File: src/rtl/core/sitoda_pkg.sv
// shared types and constants for the signed integer to decimal ascii block
// no dependencies; used by sitoda_front, sitoda_back and the top level
package sitoda_pkg;

   localparam logic [7:0] CHAR_ZERO  = 8'h30;
   localparam logic [7:0] CHAR_MINUS = 8'h2d;
   localparam logic [7:0] CHAR_NUL   = 8'h00;
   localparam logic [7:0] CAP_RESET  = 8'd12;

   // response status codes
   localparam logic STATUS_OK        = 1'b0;
   localparam logic STATUS_TOO_SMALL = 1'b1;

   // queue status seen by the back end and the request side
   typedef struct packed {
      logic valid;
      logic full;
   } sitoda_q_status_type;

   // one response item
   typedef struct packed {
      logic [7:0] character;
      logic       last;
      logic       status;
   } sitoda_rsp_type;

   typedef enum logic [2:0] {
      CONV_IDLE  = 3'b001,
      CONV_SHIFT = 3'b010,
      CONV_DONE  = 3'b100
   } sitoda_conv_state_type;

endpackage

File: src/rtl/core/sitoda_front.sv
// front end: splits a request into sign and magnitude and queues it
// depends on sitoda_pkg
module sitoda_front #(
   parameter int unsigned VALUE_WIDTH = 16
) (
   input  logic                              clock,
   input  logic                              reset,
   input  logic                              req_push,
   input  logic signed [VALUE_WIDTH-1:0]     req_value,
   input  logic                              q_take,
   output sitoda_pkg::sitoda_q_status_type   q_status,
   output logic                              q_neg,
   output logic [VALUE_WIDTH-1:0]            q_mag
);

   logic [VALUE_WIDTH:0]   entry_ff [2];
   logic                   wr_ptr_ff, wr_ptr_in;
   logic                   rd_ptr_ff, rd_ptr_in;
   logic [1:0]             count_ff, count_in;
   logic [VALUE_WIDTH-1:0] raw;
   logic [VALUE_WIDTH-1:0] mag;
   logic                   neg;
   logic                   push_ok;
   logic                   take_ok;

   // magnitude of the most negative value wraps to the right unsigned code
   assign raw = VALUE_WIDTH'(req_value);
   assign neg = raw[VALUE_WIDTH-1];
   assign mag = neg ? (~raw + VALUE_WIDTH'(1)) : raw;

   assign q_status.full  = (count_ff == 2'd2);
   assign q_status.valid = (count_ff != 2'd0);
   assign push_ok = req_push && !q_status.full;
   assign take_ok = q_take && q_status.valid;

   assign {q_neg, q_mag} = entry_ff[rd_ptr_ff];

   always_comb begin
      wr_ptr_in = push_ok ? !wr_ptr_ff : wr_ptr_ff;
      rd_ptr_in = take_ok ? !rd_ptr_ff : rd_ptr_ff;
      count_in  = count_ff;
      if (push_ok && !take_ok) begin
         count_in = count_ff + 2'd1;
      end else if (take_ok && !push_ok) begin
         count_in = count_ff - 2'd1;
      end
   end

   always_ff @(posedge clock) begin
      if (reset) begin
         wr_ptr_ff <= 1'b0;
         rd_ptr_ff <= 1'b0;
         count_ff  <= 2'd0;
      end else begin
         wr_ptr_ff <= wr_ptr_in;
         rd_ptr_ff <= rd_ptr_in;
         count_ff  <= count_in;
      end
   end

   always_ff @(posedge clock) begin
      if (push_ok) begin
         entry_ff[wr_ptr_ff] <= {neg, mag};
      end
   end

endmodule

File: src/rtl/core/sitoda_back.sv
// back end: shift-and-add-3 binary to bcd converter and character emitter
// depends on sitoda_pkg; fed by sitoda_front
module sitoda_back #(
   parameter int unsigned VALUE_WIDTH = 16
) (
   input  logic                              clock,
   input  logic                              reset,
   input  sitoda_pkg::sitoda_q_status_type   q_status,
   input  logic                              q_neg,
   input  logic [VALUE_WIDTH-1:0]            q_mag,
   output logic                              q_take,
   input  logic [7:0]                        capacity,
   input  logic                              rsp_pop,
   output logic                              rsp_empty,
   output sitoda_pkg::sitoda_rsp_type        rsp
);

   // digits of the largest magnitude, 2**(VALUE_WIDTH-1)
   localparam int unsigned DIGITS = ((VALUE_WIDTH - 1) * 1233) / 4096 + 1;
   localparam int unsigned BCD_W  = 4 * DIGITS;
   localparam int unsigned IDX_W  = $clog2(DIGITS);
   localparam int unsigned CNT_W  = $clog2(VALUE_WIDTH + 1);

   sitoda_pkg::sitoda_conv_state_type state_ff, state_in;
   logic [VALUE_WIDTH-1:0] bin_ff, bin_in;
   logic [BCD_W-1:0]       bcd_ff, bcd_in;
   logic                   neg_ff, neg_in;
   logic [CNT_W-1:0]       cnt_ff, cnt_in;
   logic [BCD_W-1:0]       bcd_adj;
   logic [IDX_W-1:0]       msd;
   logic [7:0]             text_len;
   logic                   too_long;
   logic                   load_emit;

   logic                   hold_ff, hold_in;
   logic [BCD_W-1:0]       e_bcd_ff, e_bcd_in;
   logic                   e_sign_ff, e_sign_in;
   logic [IDX_W-1:0]       e_idx_ff, e_idx_in;
   logic                   e_err_ff, e_err_in;
   logic [3:0]             digit;

   // add 3 to every digit of 5 or more before the shift
   always_comb begin
      for (int i = 0; i < DIGITS; i++) begin
         bcd_adj[4*i +: 4] = (bcd_ff[4*i +: 4] >= 4'd5) ?
                             (bcd_ff[4*i +: 4] + 4'd3) : bcd_ff[4*i +: 4];
      end
   end

   // most significant non-zero digit, zero keeps one digit
   always_comb begin
      msd = '0;
      for (int i = 0; i < DIGITS; i++) begin
         if (bcd_ff[4*i +: 4] != 4'd0) begin
            msd = IDX_W'(i);
         end
      end
   end

   assign text_len = 8'(msd) + 8'(neg_ff) + 8'd1;
   assign too_long = (text_len >= capacity);

   always_comb begin
      state_in  = state_ff;
      bin_in    = bin_ff;
      bcd_in    = bcd_ff;
      neg_in    = neg_ff;
      cnt_in    = cnt_ff;
      q_take    = 1'b0;
      load_emit = 1'b0;
      case (state_ff)
         sitoda_pkg::CONV_IDLE: begin
            if (q_status.valid) begin
               q_take   = 1'b1;
               bin_in   = q_mag;
               bcd_in   = '0;
               neg_in   = q_neg;
               cnt_in   = CNT_W'(VALUE_WIDTH);
               state_in = sitoda_pkg::CONV_SHIFT;
            end
         end
         sitoda_pkg::CONV_SHIFT: begin
            bcd_in = {bcd_adj[BCD_W-2:0], bin_ff[VALUE_WIDTH-1]};
            bin_in = {bin_ff[VALUE_WIDTH-2:0], 1'b0};
            cnt_in = cnt_ff - CNT_W'(1);
            if (cnt_ff == CNT_W'(1)) begin
               state_in = sitoda_pkg::CONV_DONE;
            end
         end
         sitoda_pkg::CONV_DONE: begin
            if (!hold_ff) begin
               load_emit = 1'b1;
               state_in  = sitoda_pkg::CONV_IDLE;
            end
         end
         default: begin
            state_in = sitoda_pkg::CONV_IDLE;
         end
      endcase
   end

   // emitter walks sign then digits from the most significant down
   always_comb begin
      hold_in   = hold_ff;
      e_bcd_in  = e_bcd_ff;
      e_sign_in = e_sign_ff;
      e_idx_in  = e_idx_ff;
      e_err_in  = e_err_ff;
      if (load_emit) begin
         hold_in   = 1'b1;
         e_bcd_in  = bcd_ff;
         e_sign_in = neg_ff;
         e_idx_in  = msd;
         e_err_in  = too_long;
      end else if (hold_ff && rsp_pop) begin
         if (e_err_ff) begin
            hold_in = 1'b0;
         end else if (e_sign_ff) begin
            e_sign_in = 1'b0;
         end else if (e_idx_ff == '0) begin
            hold_in = 1'b0;
         end else begin
            e_idx_in = e_idx_ff - IDX_W'(1);
         end
      end
   end

   assign digit     = e_bcd_ff[{e_idx_ff, 2'b00} +: 4];
   assign rsp_empty = !hold_ff;

   always_comb begin
      if (e_err_ff) begin
         rsp.character = sitoda_pkg::CHAR_NUL;
         rsp.last      = 1'b1;
         rsp.status    = sitoda_pkg::STATUS_TOO_SMALL;
      end else if (e_sign_ff) begin
         rsp.character = sitoda_pkg::CHAR_MINUS;
         rsp.last      = 1'b0;
         rsp.status    = sitoda_pkg::STATUS_OK;
      end else begin
         rsp.character = sitoda_pkg::CHAR_ZERO + 8'(digit);
         rsp.last      = (e_idx_ff == '0);
         rsp.status    = sitoda_pkg::STATUS_OK;
      end
   end

   always_ff @(posedge clock) begin
      if (reset) begin
         state_ff <= sitoda_pkg::CONV_IDLE;
         hold_ff  <= 1'b0;
      end else begin
         state_ff <= state_in;
         hold_ff  <= hold_in;
      end
   end

   always_ff @(posedge clock) begin
      bin_ff    <= bin_in;
      bcd_ff    <= bcd_in;
      neg_ff    <= neg_in;
      cnt_ff    <= cnt_in;
      e_bcd_ff  <= e_bcd_in;
      e_sign_ff <= e_sign_in;
      e_idx_ff  <= e_idx_in;
      e_err_ff  <= e_err_in;
   end

endmodule

File: src/rtl/core/signed_int_to_decimal_ascii.sv
// top level of the signed integer to decimal ascii converter
// depends on sitoda_pkg, sitoda_front and sitoda_back
//
//  channel   ports                                     handshake
//  request   req_push req_full req_value               push & !full
//  response  rsp_empty rsp_pop rsp_character/last/st   pop & !empty
//  csr       csr_valid csr_ready csr_buffer_capacity   valid & ready
//
// each request passes through the back end in a load step, one shift-and-add-3
// step per magnitude bit in the converter and a hand-over to the emitter;
// characters then leave one per cycle while rsp_pop is high, while the next value
// converts. a two-entry request queue lets the request side run ahead.
// reset is synchronous and empties the queue, converter and emitter.
// a stalled response side holds the emitter, then the converter, then the queue
module signed_int_to_decimal_ascii #(
   parameter int unsigned VALUE_WIDTH = 16
) (
   input  logic                          clock,
   input  logic                          reset,
   // request queue side
   input  logic                          req_push,
   output logic                          req_full,
   input  logic signed [VALUE_WIDTH-1:0] req_value,
   // response queue side
   output logic                          rsp_empty,
   input  logic                          rsp_pop,
   output logic [7:0]                    rsp_character,
   output logic                          rsp_last,
   output logic                          rsp_status,
   // capacity register write
   input  logic                          csr_valid,
   output logic                          csr_ready,
   input  logic [7:0]                    csr_buffer_capacity
);

   sitoda_pkg::sitoda_q_status_type q_status;
   sitoda_pkg::sitoda_rsp_type      rsp;
   logic                            q_neg;
   logic [VALUE_WIDTH-1:0]          q_mag;
   logic                            q_take;
   logic [7:0]                      capacity_ff, capacity_in;

   // capacity register, always ready
   assign csr_ready   = 1'b1;
   assign capacity_in = (csr_valid && csr_ready) ? csr_buffer_capacity : capacity_ff;

   always_ff @(posedge clock) begin
      if (reset) begin
         capacity_ff <= sitoda_pkg::CAP_RESET;
      end else begin
         capacity_ff <= capacity_in;
      end
   end

   // front end: sign split and request queue
   sitoda_front #(
      .VALUE_WIDTH (VALUE_WIDTH)
   ) u_front (
      .clock     (clock),
      .reset     (reset),
      .req_push  (req_push),
      .req_value (req_value),
      .q_take    (q_take),
      .q_status  (q_status),
      .q_neg     (q_neg),
      .q_mag     (q_mag)
   );

   assign req_full = q_status.full;

   // back end: conversion and character output
   sitoda_back #(
      .VALUE_WIDTH (VALUE_WIDTH)
   ) u_back (
      .clock     (clock),
      .reset     (reset),
      .q_status  (q_status),
      .q_neg     (q_neg),
      .q_mag     (q_mag),
      .q_take    (q_take),
      .capacity  (capacity_ff),
      .rsp_pop   (rsp_pop),
      .rsp_empty (rsp_empty),
      .rsp       (rsp)
   );

   assign rsp_character = rsp.character;
   assign rsp_last      = rsp.last;
   assign rsp_status    = rsp.status;

   // back end only draws from a queue that holds something
   a_take_needs_item: assert property (@(posedge clock) disable iff (reset)
      q_take |-> q_status.valid)
      else $error("back end took from an empty request queue");

   // in the cycle after reset both queues read empty
   a_reset_empties: assert property (@(posedge clock)
      reset |=> (!req_full && rsp_empty))
      else $error("queues not empty after reset");

   // an overflow response always closes its run with a nul character
   a_error_is_last: assert property (@(posedge clock) disable iff (reset)
      (!rsp_empty && (rsp_status == sitoda_pkg::STATUS_TOO_SMALL)) |->
      (rsp_last && (rsp_character == sitoda_pkg::CHAR_NUL)))
      else $error("overflow response not a single nul");

endmodule
File: config.mk
export PLATFORM = sky130hd
export DESIGN_NAME = signed_int_to_decimal_ascii
export DESIGN_NICKNAME = d
export VERILOG_FILES = /design/src/rtl/core/sitoda_pkg.sv /design/src/rtl/core/sitoda_front.sv /design/src/rtl/core/sitoda_back.sv /design/src/rtl/core/signed_int_to_decimal_ascii.sv
export SDC_FILE = /design/constraint.sdc
export NUM_CORES = 1
export LEC_CHECK = 0
export ABC_AREA = 1
export BUFFER_PORTS_ARGS = -buffer_cell sky130_fd_sc_hd__buf_4
export CAP_MARGIN = 30
export CORE_MARGIN = 8
export CORE_UTILIZATION = 45
export DETAILED_ROUTE_END_ITERATION = 10
export GPL_TIMING_DRIVEN = 0
export SLEW_MARGIN = 20
export SYNTH_ARGS = -nofsm -noshare
export SYNTH_HDL_FRONTEND = slang
export SYNTH_SLANG_ARGS = --single-unit
File: constraint.sdc
create_clock -name clock -period 3.3 [get_ports clock]
set_input_delay 0.99 -clock clock [delete_from_list [all_inputs] [get_ports clock]]
set_output_delay 0.99 -clock clock [all_outputs]
set_load 0.1 [all_outputs]
Word-level counts from Yosys, hierarchy flattened
Memory sizes are Yosys's and may differ from the RTL's. A register that Yosys moved wholly into a read port is not among the register bits. Index checks and enable logic that the tools add are counted.

Word-level logic and storage cells: 120. Memories kept: 1. Bits in writable memories: 34. Input port bits: 29. Output and inout bits: 13. Register bits: 83.

Memories: u_front.entry_ff (words 2, width 17, read ports 1, clocked after Yosys merged registers in 1, wr ports 1, line sitoda_front.sv:16) `logic [VALUE_WIDTH:0] entry_ff [2];`.

Shifts and indexed selects: 1. Add/subtract/negate cells: 13. Bitwise gates (word level): 1. Magnitude comparators: 6. Reduce and logical (&&, ||, !) cells: 27. Equal/unequal tests: 12. Mux-type cells: 45.

Operators with widths (count): $pmux 20 s2 (1); $mux 16 (2); $pmux 16 s2 (1); $mux 3 (10); $ge 4x3->1 const B (5); $mux 10 (2); $mux 20 (1); $shiftx 20x6->4 (1); $mux 1 (17); $add 16x1->16 const B (1); $add 4x2->4 const B (4); $mux 4 (4); $not 16->16 (1); $reduce_bool 4->1 (4); $pmux 5 s2 (1); $pmux 3 s3 (1); $add 8x1->8 const B (1); $ge 8x8->1 (1); $mux 2 (4); $ne 2x1->1 const B (4); $reduce_bool 2->1 (4); $add 6x4->7 const A (1); $logic_not 1->1 (6); $reduce_and 2->1 (3); other kinds (19) (25).

Logic depth before layout (Yosys ltp)
Depth after elaboration: 8. Depth in mapped cells: 15.

By module
A second synthesis with hierarchy kept.

Cell total of the unflattened synthesis: 623. Area total of the unflattened synthesis: 5983.2 µm².

By module, submodules not included: sitoda_back (cells an instance 401, instances 1, area an instance 3788.6 µm², seq. area each 2092.0 µm²); sitoda_front (cells an instance 173, instances 1, area an instance 1866.8 µm², seq. area each 1121.1 µm²); signed_int_to_decimal_ascii (cells an instance 49, instances 1, area an instance 327.8 µm², seq. area each 160.2 µm²).

Worst setup path before layout
No wires, ideal clock.

Path type: register to output. Start: reg u_back.e_err_ff. End: out rsp_character[1]. Path buffers: 0. Stages on the path, launching flop included: 3. Arrival time: 3.895 ns. Slack: -1.585 ns. Path through: edfxtp_1 > nor2_1 > a21boi_1.

Longest elaborated chain between the ends: 1.

RTL lines: start: declaration (line sitoda_back.sv:39) `logic e_err_ff, e_err_in;`; start signal: assignment (line sitoda_back.sv:165) `e_err_ff <= e_err_in;`; $mux 10 (line sitoda_back.sv:132) `if (e_err_ff) begin`; end: declaration (line signed_int_to_decimal_ascii.sv:27) `output logic [7:0] rsp_character,`.

Every way passes these cells.

Worst setup path after layout
Start: reg u_back.bcd_ff[12]. End: reg u_back.e_err_ff, data pin.

Longest elaborated chain between the ends: 6.

RTL lines: start: declaration (line sitoda_back.sv:26) `logic [BCD_W-1:0] bcd_ff, bcd_in;`; start signal: assignment (line sitoda_back.sv:159) `bcd_ff <= bcd_in;`; $reduce_bool 4->1 (line sitoda_back.sv:54) `if (bcd_ff[4*i +: 4] != 4'd0) begin`; $mux 2 (line sitoda_back.sv:54); $mux 3 (line sitoda_back.sv:54); $add 3x1->4 (line sitoda_back.sv:60) `assign text_len = 8'(msd) + 8'(neg_ff) + 8'd1;`; $add 8x1->8 (line sitoda_back.sv:60); $ge 8x8->1 (line sitoda_back.sv:61) `assign too_long = (text_len >= capacity);`; named net u_back.too_long (line sitoda_back.sv:32) `logic too_long;`.

The timed path passes the listed nets, and every way through them passes these cells. A chain may end at the register's enable or synchronous reset.

==> flow_metrics.tcl <==
set metrics [dict create \
    synthAdderAreaFrac_pct 5.59 \
    grt_max_degree 36 \
    cts_sinks 118 \
    std_cell_rows 41 \
    cts_tree "done" \
    clk_latency_ns 0.41 \
    via_count 4093 \
    chipHeight_microns 130 \
    swShare_pct 33.4 \
    place.gp.congestion 0.818 \
    viasPerCell 4.80 \
    dp_hpwl_mm 8.05 \
    drcViolationCount 0 \
    path_clk_slew_ns 0.05 \
    end_kind "flop" \
    synth_cell_types 35 \
    drv_slew 0 \
    postRouteWirelength_mm 11.1 \
    cts-buffers-inserted 17 \
    ctsHoldBuffers 0 \
    ys_seq_elements 118 \
    drv_cap 0 \
    ir_drop_uv 408 \
    cp-start-kind "flop" \
    synthSimpleGateAreaFrac_pct 15.1 \
    grt_setup_unrepaired "false" \
    cpPeakStageDelay_ns 0.46 \
    crit_path_frequent_cell "ha_1" \
    yosysWarningCount 0 \
    synth_xor_area_share_pct 2.26 \
    cpMaxStageDelayCell "edfxtp_1" \
    synth_area_sq_mm 0.00582 \
    p_int_w 0.00419 \
    grt_pass1_wl_mm 19.0 \
    die_w_microns 130 \
    p_seq_share_pct 40.1 \
    power.switching_w 0.00210 \
    clockBufferDepth 2 \
    period_needed_ns 3.01 \
    ant_nets 0 \
    layout-drive-gt1-share_pct 14.3 \
    grt_pass1_vias 4151 \
    wl_per_cell_microns 13.0 \
    syn_avg_cell_area_sq_um 9.63 \
    core_area_sq_mm 0.0126 \
    seq_area_frac_synth_pct 58.0 \
    setup_viol 0 \
    whs_ns 0.454 \
    dieArea_sq_mm 0.0168 \
    nets 722 \
    fin_skew_ns 0.0106 \
    crit_chain "inv_1 > ha_1 > nand2_1 > nor2_1 > a21boi_2 > nor2_1 > ha_1 > ha_1 > ha_1 > ha_1 > a21oi_1 > o21ai_0 > nand2_1 > o211ai_1" \
    outcome "completed" \
    hold_viol 0 \
    power_frac_clock_pct 30.8 \
    final_area_sq_mm 0.00704 \
    synth_top_family_by_area "simple AND/OR/NAND/NOR gates" \
    cp.arrival_ns 3.16 \
    diodes 0 \
    globalRouteTotalUtil_pct 14.4 \
    port_buffers 38 \
    place_area_sq_mm 0.00640 \
    worstPathMaxFanout 4 \
    ios 42 \
    netlist_instances 604 \
    p_comb_share_pct 29.1 \
    drt_iter0_markers 171 \
    firstDrtPassIters 4 \
    syn_to_final_growth_pct 20.9 \
    layout_commonest_cell "nand2_1" \
    power_density_mw_per_mm2 893 \
    max_freq_mhz 332 \
    hp-class "reg -> reg" \
    synth-compound-area-share_pct 11.0 \
    crit_required_ns 3.45 \
    critical_path.top_delay_family "adder cells" \
    path_buf_inv 1 \
    antenna_found_initial 0 \
    root_buffer "clkbuf_16" \
    setup.worst_path.class "reg -> reg" \
    layout_common_cells "nand2_1, edfxtp_1, inv_1" \
    grt-ovfl-total 0 \
    period_share_pct 91.3 \
    htree_levels 4 \
    start_util_pct 46.1 \
    synthMuxAreaShare_pct 0.387 \
    p_leak_nw 2.95 \
    fill_cells 1138 \
]
per-stage QoR:
| step | total power [W] | worst slack [ns] | std cells | util [%] | setup TNS (ns) |
|---|---|---|---|---|---|
| 2_1_floorplan | 0.00382 | -0.171 | 606 | - | -0.635 |
| 3_3_place_gp | 0.00424 | 0.198 | 816 | 50.3 | 0 |
| 3_5_place_dp | 0.00437 | 0.131 | 819 | 50.7 | 0 |
| 4_1_cts | 0.00632 | 0.112 | 851 | 55.6 | 0 |
| 5_1_grt | 0.00671 | 0.0155 | 852 | 55.8 | 0 |
| 6_report | 0.00628 | 0.287 | 852 | 55.8 | 0 |
worst reg2reg max path, delay by kind of cell (launching register included):
family	cells	cell delay (ns)
AOI/OAI and AO/OA	4	0.54
buffers and inverters	1	0.13
and+or+nand+nor	4	0.35
DFF	1	0.46
adders and majority gates	5	1.29
cell families after synthesis:
| kind of cell | Yosys count |
|---|---|
| adder cells (fa/ha/maj) | 26 |
| AO/OA/AOI/OAI | 121 |
| AND/OR/NAND/NOR | 213 |
| buffers and inverters | 107 |
| XOR/XNOR | 15 |
| other | 2 |
| flip-flops | 118 |
| multiplexers | 2 |
timing repair:
| item | CTS | global route |
|---|---|---|
| setup endpoints to repair | 0 | 1 |
| setup buffers | 0 | 0 |
| gates resized for setup | 0 | 2 |
| hold endpoints to repair | 0 | 0 |
state kept, by name, summed over array words and instances, names as in the netlist, named ones only:
register           flops
u_front.rd_ptr_ff      1
u_front.count_ff       2
u_back.e_err_ff        1
u_back.bin_ff         16
u_back.neg_ff          1
capacity_ff            8
u_back.bcd_ff         20
u_back.e_idx_ff        3
u_back.cnt_ff          5
u_back.hold_ff         1
u_back.e_bcd_ff       20
u_back.state_ff        3
u_back.e_sign_ff       1
u_front.wr_ptr_ff      1
u_front.entry_ff      34
synthesized netlist by cell type (all sizes together):
master / instances / area, sq um
nand2: 106 / 398
edfxtp: 101 / 3030
inv: 92 / 345
o21ai: 78 / 394
nor2: 72 / 270
a21oi: 32 / 164
ha: 26 / 325
dfxtp: 17 / 340
nand3: 17 / 85.1
xor2: 12 / 105
buf: 10 / 78.8
nor3: 7 / 50.1
clkbuf: 5 / 20.0
nand4: 5 / 31.3
nand3b: 3 / 22.5
or2: 3 / 18.8
xnor2: 3 / 26.3
a211oi: 2 / 15.0
a21boi: 2 / 15.0
conb: 2 / 7.51
mux2: 2 / 22.5
o21a: 2 / 15.0
o22ai: 2 / 12.5
a31oi: 1 / 6.26
o211a: 1 / 10.0
o211ai: 1 / 7.51
path summary, 6_finish.rpt:
check / depth (start not counted) / startpoint / slack, ns / endpoint
setup / recovery: 14 / u_back.bcd_ff[12] / 0.29 / u_back.e_err_ff
hold / removal: 0 / u_back.bcd_ff[7] / 0.45 / u_back.e_bcd_ff[7]
setup reg to reg: 14 / u_back.bcd_ff[12] / 0.29 / u_back.e_err_ff
hold reg to reg: 0 / u_back.bcd_ff[7] / 0.45 / u_back.e_bcd_ff[7]
final cells by class:
cell class	count	area, sq um	share of cell area [%]
Buffer	15	98.8	1.40
Clock buffer	20	437	6.21
Clock inverter	12	183	2.60
Inverter	92	345	4.91
Multi-Input combinational cell	381	2040	29.0
Sequential cell	118	3370	47.9
Tap cell	172	215	3.06
Timing Repair Buffer	42	343	4.87
metal layers:
metal,vias to the layer above,global-route usage [%],share of wire (%)
met5,-,0,0
met4,0,6.08,1.7
met3,15,3.92,3.6
met2,68,25.0,49
met1,1876,16.5,46
li1,2134,-,-
power by group through the flow:
stage          Sequential [W]  Clock, W  Combinational (W)
3_3_place_gp          0.00256         0            0.00168
6_report              0.00252   0.00194            0.00183
4_1_cts               0.00252   0.00196            0.00184
3_5_place_dp          0.00255         0            0.00183
2_1_floorplan         0.00249         0            0.00133
5_1_grt               0.00257   0.00203            0.00210
No activity file was read; power rests on OpenSTA's default activity.
